<file path="src/hw/rtl/hvt_pkg.sv">
// Shared types, constants and helpers for the homogeneous vertex transform.
// No dependencies; every other file of the block uses this package.
`timescale 1ns / 1ps
`default_nettype none
package hvt_pkg;

  localparam int COORD_W   = 16;
  localparam int FRAC_BITS = 8;
  localparam int COEF_W    = 16;
  localparam int PROD_W    = COORD_W + COEF_W;        // one vertex x coefficient
  localparam int SUM_W     = PROD_W + 2;              // four products
  localparam int MAG_W     = SUM_W - 1;               // magnitude of a sum
  localparam int SHF_W     = SUM_W - FRAC_BITS;       // sum >>> FRAC_BITS
  localparam int DSH_W     = MAG_W + COORD_W - 1;     // divisor moved to top quotient bit
  localparam int SCR_W     = PROD_W - FRAC_BITS + 2;  // screen sums before clipping
  localparam int CFG_IDX_W = 3;
  localparam int CFG_DAT_W = 64;
  localparam int MAT_W     = 4 * COEF_W;

  typedef enum logic [CFG_IDX_W-1:0] {
    CFG_MAT_X    = 3'd0,
    CFG_MAT_Y    = 3'd1,
    CFG_MAT_Z    = 3'd2,
    CFG_MAT_W    = 3'd3,
    CFG_DIV_EN   = 3'd4,
    CFG_OBLIQUE  = 3'd5,
    CFG_CENTER   = 3'd6
  } cfg_idx_e;

  // Payload that walks through the divider stages.
  typedef struct packed {
    logic                          do_div;
    logic [2:0]                    neg;
    logic [2:0]                    ovf;
    logic [DSH_W-1:0]              dsh;
    logic [2:0][MAG_W-1:0]         rem;
    logic [2:0][COORD_W-1:0]       quo;
    logic [3:0][SHF_W-1:0]         shf;
  } div_t;

  typedef struct packed {
    logic               sat;
    logic [COORD_W-1:0] val;
  } clip_t;

  function automatic logic [MAG_W-1:0] abs_sum(logic [SUM_W-1:0] v);
    logic [SUM_W-1:0] n;
    n = -v;
    return v[SUM_W-1] ? n[MAG_W-1:0] : v[MAG_W-1:0];
  endfunction

  // Saturate a signed SCR_W-bit value (shorter values are sign-extended by callers).
  function automatic clip_t clip_val(logic signed [SCR_W-1:0] v);
    clip_t r;
    logic signed [SCR_W-1:0] hi;
    logic signed [SCR_W-1:0] lo;
    hi = SCR_W'((1 << (COORD_W - 1)) - 1);
    lo = -hi - SCR_W'(1);
    r.sat = 1'b0;
    r.val = v[COORD_W-1:0];
    if (v > hi) begin
      r.sat = 1'b1;
      r.val = hi[COORD_W-1:0];
    end else if (v < lo) begin
      r.sat = 1'b1;
      r.val = lo[COORD_W-1:0];
    end
    return r;
  endfunction

  // Signed quotient from magnitude, sign and overflow, saturated.
  function automatic clip_t clip_quo(logic ovf, logic neg, logic [COORD_W-1:0] q);
    clip_t r;
    logic [COORD_W:0] half;
    logic [COORD_W:0] qn;
    half = (COORD_W+1)'(1) << (COORD_W - 1);
    qn   = -{1'b0, q};
    r.sat = 1'b0;
    r.val = q;
    if (ovf) begin
      r.sat = 1'b1;
      r.val = neg ? half[COORD_W-1:0] : (half[COORD_W-1:0] - COORD_W'(1));
    end else if (!neg) begin
      if ({1'b0, q} >= half) begin
        r.sat = 1'b1;
        r.val = half[COORD_W-1:0] - COORD_W'(1);
      end
    end else begin
      if ({1'b0, q} > half) begin
        r.sat = 1'b1;
        r.val = half[COORD_W-1:0];
      end else begin
        r.val = qn[COORD_W-1:0];
      end
    end
    return r;
  endfunction

endpackage
`default_nettype wire

</file>
<file path="src/hw/rtl/hvt_div_stage.sv">
// One restoring-division step: one quotient bit for each of x, y and z.
// Depends on hvt_pkg.
`timescale 1ns / 1ps
`default_nettype none
module hvt_div_stage (
  input  logic           clk_i,
  input  logic           rst_ni,
  input  logic           adv_i,
  input  logic           valid_i,
  input  hvt_pkg::div_t  div_i,
  output logic           valid_o,
  output hvt_pkg::div_t  div_o
);
  import hvt_pkg::*;

  div_t div_d;
  div_t div_q;
  logic valid_q;
  logic ge;

  always_comb begin
    div_d     = div_i;
    div_d.dsh = div_i.dsh >> 1;
    ge        = 1'b0;
    for (int j = 0; j < 3; j++) begin
      ge = {{(DSH_W-MAG_W){1'b0}}, div_i.rem[j]} >= div_i.dsh;
      if (ge) begin
        div_d.rem[j] = div_i.rem[j] - div_i.dsh[MAG_W-1:0];
      end
      div_d.quo[j] = {div_i.quo[j][COORD_W-2:0], ge};
    end
  end

  always_ff @(posedge clk_i or negedge rst_ni) begin
    if (!rst_ni) begin
      valid_q <= 1'b0;
    end else if (adv_i) begin
      valid_q <= valid_i;
    end
  end

  always_ff @(posedge clk_i) begin
    if (adv_i) begin
      div_q <= div_d;
    end
  end

  assign valid_o = valid_q;
  assign div_o   = div_q;

endmodule
`default_nettype wire

</file>
<file path="config.mk">
export PLATFORM = sky130hd
export DESIGN_NAME = hvt_div_stage
export DESIGN_NICKNAME = d
export VERILOG_FILES = /design/src/hw/rtl/hvt_pkg.sv /design/src/hw/rtl/hvt_div_stage.sv
export SDC_FILE = /design/constraint.sdc
export NUM_CORES = 1
export LEC_CHECK = 0
export BUFFER_PORTS_ARGS = -buffer_cell sky130_fd_sc_hd__buf_2
export CAP_MARGIN = 40
export CORE_AREA = 2 2 240 242
export CTS_CLUSTER_DIAMETER = 120
export CTS_CLUSTER_SIZE = 16
export DETAILED_ROUTE_END_ITERATION = 10
export DIE_AREA = 0 0 242 244
export GPL_ROUTABILITY_DRIVEN = 0
export MAX_ROUTING_LAYER = met4
export PLACE_DENSITY = 0.57
export SLEW_MARGIN = 10
export SYNTH_ARGS = -nofsm -noshare
export SYNTH_HDL_FRONTEND = slang
export SYNTH_SLANG_ARGS = --single-unit
</file>
<file path="constraint.sdc">
create_clock -name clk_i -period 0.8 [get_ports clk_i]
set_input_delay 0.04 -clock clk_i [delete_from_list [all_inputs] [get_ports clk_i]]
set_output_delay 0.04 -clock clk_i [all_outputs]
set_load 0.02 [all_outputs]
</file>
==> impl.org <==
** Yosys
- In this run, synthesis inferred 305 flip-flops with an integrated enable.
- Summing the sequential cell areas from Yosys gives 58.65% of the chip area.
- When the netlist entered floorplanning its net count stood at 1,725.
- Yosys mapped the design onto 71 distinct sky130hd cell types.
- For this run, the leading register cell type out of synthesis is edfxtp_1.
- The average instance in the mapped netlist occupies 11.93 µm².
- In this run, synthesis produced a sequential element count of 306.
- Instance count of the mapped netlist :: 1,313
- Fraction of synthesis flops using an asynchronous set or reset pin :: 0.3268%
- Yosys warnings :: 0
- Total standard cell area after synthesis :: 0.01566 mm²

** STA
- On the final layout, the worst hold slack is -0.1787 ns.
- Skew final :: 0 ns
- After layout, the minimum clock period comes to 2.271 ns.
- Setup repair after global routing could not meet its margin everywhere.
- Dividing the final minimum period by the clock period gives 283.9%.
- Endpoints failing hold :: 1
- Worst-case headroom to the max-slew limit :: 57.84%
- Setup violations remaining at the end of the flow were counted as 410.
- At the pin with the least slew margin, the transition time is 0.6258 ns.
- The number of slew-limit violations in the final report came to 0.
- Maximum achievable frequency :: 440.4 MHz
- Across all setup checks in the final design, the least slack found is -1.471 ns.

** CTS
- H-tree levels :: 1
- After clock tree synthesis, the clock-pin slew on the worst setup and hold paths is 0.09 ns.
- The clock drives 306 sinks.
- CTS tree :: built
- In this run, CTS created clock tree buffers numbering 23.
- The tree is rooted in a clkbuf_16.
- Clock latency on the worst-skew pair, taken at its later pin, is 0.56 ns.
- Worst-case clock buffer depth :: 3

** GRT
- Total global routing track utilization :: 26.61%
- Antenna violations before repair :: 27
- The total overflow left after global routing is 0.
- The first global-routing pass estimated 113,400 µm of wire.
- The number of global-route vias before repair is 17,160.
- Entering global routing, the biggest net connects 41 pins.

** Pwr
- Internal power contribution :: 32.46 mW
- Worst IR drop on VDD :: 1388 µV
- Power per unit of standard cell area :: 1532 mW/mm²
- For this design the static power due to leakage is 13.25 nW.
- In this run, the combinational gates consume 34.3% of the power.
- The completed layout was analyzed and its total power is 47.34 mW.
- Of the total power, registers draw 41.7%.
- Net switching is 31.44% of the power.
- Switching power summed over all nets :: 14.89 mW
- The clock network accounts for 24.0% of the total power.

** Layout
- Area grow syn2layout :: 97.36%
- Share of layout cells above drive strength 1 :: 52.47%
- Summing all multi-input logic gate instances after layout gives 0.007816 mm².
- Filler cells :: 4,610
- After the last flow step, the layout net total stands at 3,098.
- Registers take 0.009185 mm².
- Leading cell types in the layout, fill and taps excluded :: 401 x buf_4, 350 x buf_2, 306 x dlygate4sd3_1
- Number of standard cells in the layout, taps in and fillers out :: 3,471
- Commonest non-fill, non-tap cell in the layout :: buf_4

** Critical path
- Measured in cells, the most critical reg-to-reg path has a length of 1.
- Longest individual stage delay on the worst path :: 0.42 ns
- Arrival time at the worst endpoint :: 2.60 ns
- The worst setup path is captured at a register.
- Critical path required time :: 1.13 ns
- The startpoint identified for the worst register-to-register timing path is valid_o.
- Type of origin of the critical path :: input port
- Setup slack on the worst reg-to-reg path comes out at 0.02 ns.
- The setup path with the least slack is of type in -> reg.
- The number of buffers and inverters on the critical path is 3.
- The largest individual stage delay along the critical path comes from the cell or3_4.
- Top Family by Delay on Critical Path :: compound AO/OA/AOI/OAI gates
- In this run the worst path has a maximum fanout of 4.
- In this run the critical register-to-register path is captured at valid_o.
- Traced cell by cell, the critical path runs through buf_8 -> clkinvlp_4 -> ha_4 -> nand4_1 -> a211oi_4 -> nor2_2 -> o21ai_2 -> a211oi_2 -> or3_4 -> a21oi_4 -> buf_6 -> mux2_4.

** Routing
- Wires add up to 80,850 µm.
- DR pass1 iterations :: 5
- Initial DRC Count :: 851
- The count of nets left with antenna violations once routing finished came out at 0.
- Vias per cell :: 4.809
- Overall via count from detail_route :: 16,690
- Detailed-route wire length per cell :: 23.29 µm
- DRC violation count after routing :: 0

** Min path
- Source of the worst hold timing path :: div_i[152]
- Class of the worst hold path :: in -> reg
- The worst hold path terminates at div_o[152].
- Worst Hold Depth :: 3

** Place
- Detailed placement ended at an HPWL of 58,020 µm.
- In this run, placement finished with an instance count of 3,036.
- Input and output buffers added on the ports amount to 612.

** Outcome
- Failing checks :: negative hold slack, negative setup slack
- The flow ran to the end, but the final reports show violations.

** Floorplan
- During I/O placement, the number of pins put on the boundary was 617.
- Starting utilization of the core area :: 27.88%
- Placeable core region :: 0.05617 mm²
- Y dimension of the die :: 244 µm
- The floorplan has 87 rows.
- The floorplan step set the die width to 242 µm.
- Die outline area :: 0.05905 mm²

** Flow run
- Across the run, the number of max-cap violations was 0.
## through the flow
| step | setup TNS [ns] | setup slack [ns] | hold WS, ns | util (%) | instance area [µm²] |
|---|---|---|---|---|---|
| 2_1_floorplan | -149.87 | -1.730 | -0.2556 | - | 16280 |
| 6_report | -248.41 | -1.471 | -0.1787 | 55.02 | 30900 |
| 5_1_grt | -265.58 | -1.539 | -0.1623 | 55.01 | 30900 |
| 3_3_place_gp | -248.86 | -2.427 | -0.1846 | 41.17 | 23120 |
| 3_5_place_dp | -251.25 | -2.436 | -0.1784 | 41.17 | 23120 |
| 4_1_cts | -249.03 | -1.437 | -0.2185 | 52.74 | 29620 |
## kinds of logic after synthesis
kind of cell | after synthesis | share of synthesized area [%]
AOI/OAI and AO/OA | 375 | 14.85
xor gates and xnor gates | 86 | 4.810
adders and majority gates | 102 | 8.294
buffers and inverters | 90 | 2.429
DFF | 306 | 58.65
muxes | 11 | 0.7831
other | 1 | 0.02395
and+or+nand+nor | 342 | 10.16
## cell usage after synthesis, types with 20 or more instances
library cell / number / share of area (%)
nor3_1: 20 / 0.64
clkbuf_1: 21 / 0.50
nand2_1: 128 / 3.1
a21o_1: 22 / 1.1
o21ai_0: 105 / 3.4
xor2_1: 42 / 2.3
inv_1: 55 / 1.3
a21oi_1: 116 / 3.7
nor2_1: 83 / 2.0
edfxtp_1: 305 / 58
xnor2_1: 44 / 2.5
ha_1: 99 / 7.9
## sequential cells by signal, indices dropped and copies added, names as in the netlist
register / cells
div_o: 305
valid_o: 1
## layout make-up
cell class | count | share of cell area [%]
sequential | 306 | 29.72
timing repair buffer | 1383 | 38.91
clock buffer | 31 | 1.960
clock inverter | 3 | 0.06478
inverter | 55 | 0.8259
multi-input combinational | 917 | 25.29
antenna | 20 | 0.1619
tap | 756 | 3.061
## worst max path at each step
stage | startpoint | to | slack, ns | depth (start not counted)
floorplan | div_i[152] | div_o[182] | -1.73 | 12
global placement | div_i[251] | div_o[200] | -2.43 | 14
detailed placement | div_i[251] | div_o[200] | -2.44 | 14
CTS | div_i[251] | div_o[155] | -1.44 | 12
global route | div_i[258] | div_o[152] | -1.54 | 14
finish | div_i[258] | div_o[182] | -1.47 | 12
## power by group through the flow
stage	combinational [mW]	clock, mW	sequential, mW
3_5_place_dp	12.4	0	19.8
6_report	16.2	11.4	19.7
5_1_grt	17.2	12.0	19.8
2_1_floorplan	4.34	0	21.4
4_1_cts	15.3	11.6	19.6
3_3_place_gp	12.3	0	19.8
## timing repair
action / CTS / global route
gates cloned: 16 / 5
resized for setup: 573 / 306
pin swaps: 67 / 55
setup endpoints to repair: 408 / 410
buffers inserted: 47 / 16
hold endpoints to repair: 305 / 4
hold buffers: 305 / 2
## layer usage
metal | share of wire (%) | up-vias | track usage, %
li1 | - | 7738 | -
met1 | 36 | 8202 | 27.72
met2 | 53 | 616 | 49.21
met3 | 6.9 | 137 | 6.157
met4 | 4.0 | 0 | 9.005
met5 | 0 | - | -
(Power assumes the default switching activity.)
