[src/hw/rtl/hvt_pkg.sv]
// Shared types, constants and helpers for the homogeneous vertex transform.
// No dependencies; every other file of the block uses this package.
`timescale 1ns / 1ps
`default_nettype none
package hvt_pkg;

  localparam int COORD_W   = 16;
  localparam int FRAC_BITS = 8;
  localparam int COEF_W    = 16;
  localparam int PROD_W    = COORD_W + COEF_W;        // one vertex x coefficient
  localparam int SUM_W     = PROD_W + 2;              // four products
  localparam int MAG_W     = SUM_W - 1;               // magnitude of a sum
  localparam int SHF_W     = SUM_W - FRAC_BITS;       // sum >>> FRAC_BITS
  localparam int DSH_W     = MAG_W + COORD_W - 1;     // divisor moved to top quotient bit
  localparam int SCR_W     = PROD_W - FRAC_BITS + 2;  // screen sums before clipping
  localparam int CFG_IDX_W = 3;
  localparam int CFG_DAT_W = 64;
  localparam int MAT_W     = 4 * COEF_W;

  typedef enum logic [CFG_IDX_W-1:0] {
    CFG_MAT_X    = 3'd0,
    CFG_MAT_Y    = 3'd1,
    CFG_MAT_Z    = 3'd2,
    CFG_MAT_W    = 3'd3,
    CFG_DIV_EN   = 3'd4,
    CFG_OBLIQUE  = 3'd5,
    CFG_CENTER   = 3'd6
  } cfg_idx_e;

  // Payload that walks through the divider stages.
  typedef struct packed {
    logic                          do_div;
    logic [2:0]                    neg;
    logic [2:0]                    ovf;
    logic [DSH_W-1:0]              dsh;
    logic [2:0][MAG_W-1:0]         rem;
    logic [2:0][COORD_W-1:0]       quo;
    logic [3:0][SHF_W-1:0]         shf;
  } div_t;

  typedef struct packed {
    logic               sat;
    logic [COORD_W-1:0] val;
  } clip_t;

  function automatic logic [MAG_W-1:0] abs_sum(logic [SUM_W-1:0] v);
    logic [SUM_W-1:0] n;
    n = -v;
    return v[SUM_W-1] ? n[MAG_W-1:0] : v[MAG_W-1:0];
  endfunction

  // Saturate a signed SCR_W-bit value (shorter values are sign-extended by callers).
  function automatic clip_t clip_val(logic signed [SCR_W-1:0] v);
    clip_t r;
    logic signed [SCR_W-1:0] hi;
    logic signed [SCR_W-1:0] lo;
    hi = SCR_W'((1 << (COORD_W - 1)) - 1);
    lo = -hi - SCR_W'(1);
    r.sat = 1'b0;
    r.val = v[COORD_W-1:0];
    if (v > hi) begin
      r.sat = 1'b1;
      r.val = hi[COORD_W-1:0];
    end else if (v < lo) begin
      r.sat = 1'b1;
      r.val = lo[COORD_W-1:0];
    end
    return r;
  endfunction

  // Signed quotient from magnitude, sign and overflow, saturated.
  function automatic clip_t clip_quo(logic ovf, logic neg, logic [COORD_W-1:0] q);
    clip_t r;
    logic [COORD_W:0] half;
    logic [COORD_W:0] qn;
    half = (COORD_W+1)'(1) << (COORD_W - 1);
    qn   = -{1'b0, q};
    r.sat = 1'b0;
    r.val = q;
    if (ovf) begin
      r.sat = 1'b1;
      r.val = neg ? half[COORD_W-1:0] : (half[COORD_W-1:0] - COORD_W'(1));
    end else if (!neg) begin
      if ({1'b0, q} >= half) begin
        r.sat = 1'b1;
        r.val = half[COORD_W-1:0] - COORD_W'(1);
      end
    end else begin
      if ({1'b0, q} > half) begin
        r.sat = 1'b1;
        r.val = half[COORD_W-1:0];
      end else begin
        r.val = qn[COORD_W-1:0];
      end
    end
    return r;
  endfunction

endpackage
`default_nettype wire

[src/hw/rtl/hvt_proj.sv]
// Result select and clip, oblique projection multiply, screen mapping and output register.
// Depends on hvt_pkg.
`timescale 1ns / 1ps
`default_nettype none
module hvt_proj (
  input  logic                              clk_i,
  input  logic                              rst_ni,
  input  logic                              adv_i,
  input  logic                              valid_i,
  input  hvt_pkg::div_t                     div_i,
  input  logic [2*hvt_pkg::COORD_W-1:0]     obl_i,
  input  logic [2*hvt_pkg::COORD_W-1:0]     ctr_i,
  output logic                              valid_o,
  output logic [3:0][hvt_pkg::COORD_W-1:0]  res_o,
  output logic [hvt_pkg::COORD_W-1:0]       screen_x_o,
  output logic [hvt_pkg::COORD_W-1:0]       screen_y_o,
  output logic                              sat_o
);
  import hvt_pkg::*;

  logic [3:0][COORD_W-1:0] r_d, r1_q, r2_q, r3_q;
  logic                    sat_d, sat1_q, sat2_q, sat3_q;
  logic                    v1_q, v2_q, v3_q;
  logic [PROD_W-1:0]       px_d, py_d, px_q, py_q;
  logic [SCR_W-1:0]        sx, sy;
  logic [COORD_W-1:0]      sx_d, sy_d, sx_q, sy_q;
  logic                    ssat_d;
  clip_t                   c;
  clip_t                   cx, cy;

  always_comb begin
    sat_d = 1'b0;
    r_d   = '0;
    c     = '0;
    for (int j = 0; j < 4; j++) begin
      if (div_i.do_div && j < 3) begin
        c = clip_quo(div_i.ovf[j], div_i.neg[j], div_i.quo[j]);
      end else if (div_i.do_div) begin
        c = '{sat: 1'b0, val: COORD_W'(1)};
      end else begin
        c = clip_val({{(SCR_W-SHF_W){div_i.shf[j][SHF_W-1]}}, div_i.shf[j]});
      end
      r_d[j] = c.val;
      sat_d  = sat_d | c.sat;
    end
  end

  // oblique factors use the clipped z
  assign px_d = $signed(r1_q[2]) * $signed(obl_i[COORD_W-1:0]);
  assign py_d = $signed(r1_q[2]) * $signed(obl_i[2*COORD_W-1:COORD_W]);

  always_comb begin
    sx = {{(SCR_W-COORD_W){ctr_i[COORD_W-1]}}, ctr_i[COORD_W-1:0]}
       + {{(SCR_W-COORD_W){r2_q[0][COORD_W-1]}}, r2_q[0]}
       + {{(SCR_W-PROD_W+FRAC_BITS){px_q[PROD_W-1]}}, px_q[PROD_W-1:FRAC_BITS]};
    sy = {{(SCR_W-COORD_W){ctr_i[2*COORD_W-1]}}, ctr_i[2*COORD_W-1:COORD_W]}
       - {{(SCR_W-COORD_W){r2_q[1][COORD_W-1]}}, r2_q[1]}
       - {{(SCR_W-PROD_W+FRAC_BITS){py_q[PROD_W-1]}}, py_q[PROD_W-1:FRAC_BITS]};
    cx     = clip_val(sx);
    cy     = clip_val(sy);
    sx_d   = cx.val;
    sy_d   = cy.val;
    ssat_d = sat2_q | cx.sat | cy.sat;
  end

  always_ff @(posedge clk_i or negedge rst_ni) begin
    if (!rst_ni) begin
      v1_q <= 1'b0;
      v2_q <= 1'b0;
      v3_q <= 1'b0;
    end else if (adv_i) begin
      v1_q <= valid_i;
      v2_q <= v1_q;
      v3_q <= v2_q;
    end
  end

  always_ff @(posedge clk_i) begin
    if (adv_i) begin
      r1_q   <= r_d;
      sat1_q <= sat_d;
      r2_q   <= r1_q;
      sat2_q <= sat1_q;
      px_q   <= px_d;
      py_q   <= py_d;
      r3_q   <= r2_q;
      sat3_q <= ssat_d;
      sx_q   <= sx_d;
      sy_q   <= sy_d;
    end
  end

  assign valid_o    = v3_q;
  assign res_o      = r3_q;
  assign screen_x_o = sx_q;
  assign screen_y_o = sy_q;
  assign sat_o      = sat3_q;

endmodule
`default_nettype wire

[config.mk]
export PLATFORM = sky130hd
export DESIGN_NAME = hvt_proj
export DESIGN_NICKNAME = d
export VERILOG_FILES = /design/src/hw/rtl/hvt_pkg.sv /design/src/hw/rtl/hvt_proj.sv
export SDC_FILE = /design/constraint.sdc
export NUM_CORES = 2
export LEC_CHECK = 0
export ABC_AREA = 1
export BUFFER_PORTS_ARGS = -buffer_cell sky130_fd_sc_hd__buf_2
export CAP_MARGIN = 20
export CORE_ASPECT_RATIO = 1.5
export CORE_MARGIN = 10
export CORE_UTILIZATION = 43
export DETAILED_ROUTE_END_ITERATION = 10
export PLACE_DENSITY = 0.63
export SKIP_LAST_GASP = 1
export SLEW_MARGIN = 20
export SYNTH_ARGS = -nofsm -noshare
export SYNTH_HDL_FRONTEND = slang
export SYNTH_SLANG_ARGS = --single-unit
[constraint.sdc]
create_clock -name clk_i -period 9.4 [get_ports clk_i]
set_input_delay 0.94 -clock clk_i [delete_from_list [all_inputs] [get_ports clk_i]]
set_output_delay 0.94 -clock clk_i [all_outputs]
set_load 0.05 [all_outputs]
==> impl_metrics.env <==
export IMPL_synth_async_reset_ratio=0.0108
export IMPL_final_max_slew_viol_count=0
export IMPL_clock_skew_ps=16.6
export IMPL_clock_tree_buffer_depth=3
export IMPL_crit_end="py_q[30]"
export IMPL_via_per_inst=4.92
export IMPL_die_area_sq_um=96700
export IMPL_hpwl_microns=80300
export IMPL_final_cells=5691
export IMPL_num_vias=28000
export IMPL_die_w_microns=257
export IMPL_worstPathArrival_ps=7070
export IMPL_nets=5689
export IMPL_yosysSeqAreaShare=0.230
export IMPL_synthCells=4296
export IMPL_rsz0062_at_grt="false"
export IMPL_setup_violations=0
export IMPL_post_cts_setup_buffer_count=0
export IMPL_htree_levels=1
export IMPL_hold_buffers=0
export IMPL_area_sequential_sq_um=8330
export IMPL_synth_area_sq_um=36300
export IMPL_cp_depth=20
export IMPL_wl_per_cell_microns=17.4
export IMPL_period_minus_slack_ps=6730
export IMPL_fmaxAchievable_mhz=149
export IMPL_antenna_found_initial=21
export IMPL_cts_clk_slew_worst_paths_ps=80
export IMPL_cts_tree="built"
export IMPL_r2r_start="r1_q[41]"
export IMPL_crit_fanout=18
export IMPL_placedCellCount=5625
export IMPL_drc=0
export IMPL_cp_slowest_cell="edfxtp_1"
export IMPL_startpoint="r1_q[41]"
export IMPL_hp_class="input port to asynchronous set/reset pin"
export IMPL_grt_usage=0.206
export IMPL_drt_initial_drc_count=1718
export IMPL_outcome="complete, no violations"
export IMPL_r2r_slack_ps=2670
export IMPL_r2r_cells=20
export IMPL_io_buffers=324
export IMPL_cp_start_kind="flip-flop"
export IMPL_endpoint_kind="flip-flop"
export IMPL_syn_area_per_cell_sq_um=8.45
export IMPL_worst_pin_slew_ps=1080
export IMPL_cap_viol_max_count=0
export IMPL_path_delay_family="adder cells"
export IMPL_synth_main_ff_cell="edfxtp_1"
export IMPL_critPathMaxStageDelay_ps=1060
export IMPL_synthDistinctLibCells=51
export IMPL_synth_fp_nets=5451
export IMPL_n_fill_cell=8136
export IMPL_yosysWarnings=0
export IMPL_first_pass_iters=5
export IMPL_cts_buffers=29
export IMPL_dp_slack_ps=2350
export IMPL_finalWeightedCongestion=0.915
export IMPL_path_class="flip-flop to flip-flop"
export IMPL_initial_core_util=0.433
export IMPL_ant_nets=0
export IMPL_post_route_period_util=0.716
export IMPL_setup_tns_ps=0
export IMPL_synth_seq_cells=278
export IMPL_cts_sinks=278
export IMPL_path_buf_inv=4
export IMPL_die_h_microns=376
export IMPL_wirelength_microns=99000
export IMPL_rows=130
export IMPL_ioPinCount=472
export IMPL_core_sq_um=83800
export IMPL_grt_pass1_vias=29400
export IMPL_r2r_end="py_q[30]"
export IMPL_cp_data_required_time_ps=9740
export IMPL_slew_limit_headroom=0.280
export IMPL_hold_viol=0
export IMPL_grt_max_degree=167
export IMPL_cts_root_buf="clkbuf_16"
export IMPL_cts_resized_gates=0
export IMPL_grt_pass1_wl_microns=158000
export IMPL_critical_path_most_common_cell="fa_1"
export IMPL_fin_ws_ps=2670
export IMPL_drive_above_1_share=0.0955
export IMPL_synth_edff_count=275
export IMPL_area_growth_pct=10.2
export IMPL_multi_input_area_sq_um=23000
export IMPL_gr_total_overflow=0
export IMPL_clkLatencyLatePin_ps=590
export IMPL_worstPathCellList="buf_4 > nand2_1 > fa_1 > inv_1 > fa_1 > fa_1 > fa_1 > fa_1 > inv_1 > fa_1 > inv_1 > ha_1 > nand2_1 > nor4_1 > nand3_1 > nand3_1 > nand2_1 > nand2_1 > a31oi_1 > xor2_1"
cells by family (layout without fill, tap and decap cells):
kind of cell | count (synthesis) | after routing | synth area share
simple gates | 1437 | 1437 | 0.160
buf+inv | 1325 | 1584 | 0.138
fa+ha+maj | 781 | 781 | 0.387
compound gates | 344 | 344 | 0.0529
flops | 278 | 278 | 0.230
xor+xnor | 130 | 130 | 0.0316
mux | 1 | 1 | 0.000310
other cells | 0 | 14 | 0
placed cells by master, fill, tap and decap left out, types with 15 or more instances in the layout:
cell type / instances
clkbuf_16: 29
buf_4: 19
fa_1: 571
nor2_1: 165
a21oi_1: 122
inv_1: 1186
nand3_1: 80
o21ai_0: 141
buf_2: 323
edfxtp_1: 275
o221ai_1: 15
ha_1: 210
xor2_1: 81
nand2_1: 1062
nand4_1: 40
nor3_1: 36
xnor2_1: 48
metal layers:
layer  vias up  share of wire  global-route usage
li1      13300              -                   -
met1     13800           0.37               0.232
met2       721           0.55               0.388
met3       199          0.044              0.0194
met4        12          0.039              0.0858
met5         -        0.00080                   0
synthesized netlist by cell type, types with 9 or more instances:
cell type	count	share of area
nand3_1	80	0.011
a31oi_1	10	0.0017
ha_1	210	0.072
nor4_1	13	0.0022
inv_1	1186	0.12
a21oi_1	122	0.017
nor3_1	36	0.0050
xor2_1	81	0.020
o21ai_0	141	0.019
o22ai_1	10	0.0017
o221ai_1	15	0.0036
nand4_1	40	0.0069
nor2_1	165	0.017
nand2_2	10	0.0017
nand2_1	1062	0.11
fa_1	571	0.31
xnor2_1	48	0.012
edfxtp_1	275	0.23
clkbuf_1	122	0.013
o211ai_1	9	0.0019
worst reg2reg max path, cell delays in order (launching register included):
cell	delay, ps
edfxtp_1	1060
buf_4	440
nand2_1	130
fa_1	550
inv_1	60
fa_1	480
fa_1	570
fa_1	430
fa_1	490
inv_1	40
fa_1	470
inv_1	40
ha_1	400
nand2_1	110
nor4_1	360
nand3_1	110
nand3_1	250
nand2_1	90
nand2_1	140
a31oi_1	110
xor2_1	160
worst min-delay path by stage:
stage | start | endpoint | slack (ps)
2_1_floorplan | r1_q[0] | r2_q[0] | 400
3_3_place_gp | r2_q[42] | res_o[42] | 400
3_5_place_dp | r1_q[12] | r2_q[12] | 400
4_1_cts | rst_ni | valid_o | 100
5_1_grt | rst_ni | valid_o | 120
6_report | rst_ni | valid_o | 140
registers in the layout, summed over array words and instances, names as in the netlist:
name,count
r1_q,64
r2_q,64
res_o,64
px_q,24
py_q,24
screen_x_o,16
screen_y_o,16
sat1_q,1
sat2_q,1
sat_o,1
v1_q,1
v2_q,1
valid_o,1
final cells by class:
type	count	area share
Sequential cell	278	0.208
Tap cell	1122	0.0351
Inverter	1188	0.111
Timing Repair Buffer	344	0.0449
Clock inverter	21	0.00691
Multi-Input combinational cell	2693	0.574
Antenna cell	14	0.000876
Clock buffer	31	0.0183
metrics by stage:
step                utilization  hold WS (ps)  area [sq um]
CTS                       0.477           101         40000
floorplan                     -           400         36300
global placement          0.465           400         38900
finish                    0.478           143         40000
global route              0.477           115         40000
detailed placement        0.465           405         38900
Power is not shown: default switching activity piles up to over one toggle a cycle in this logic, so the estimate is an artifact.
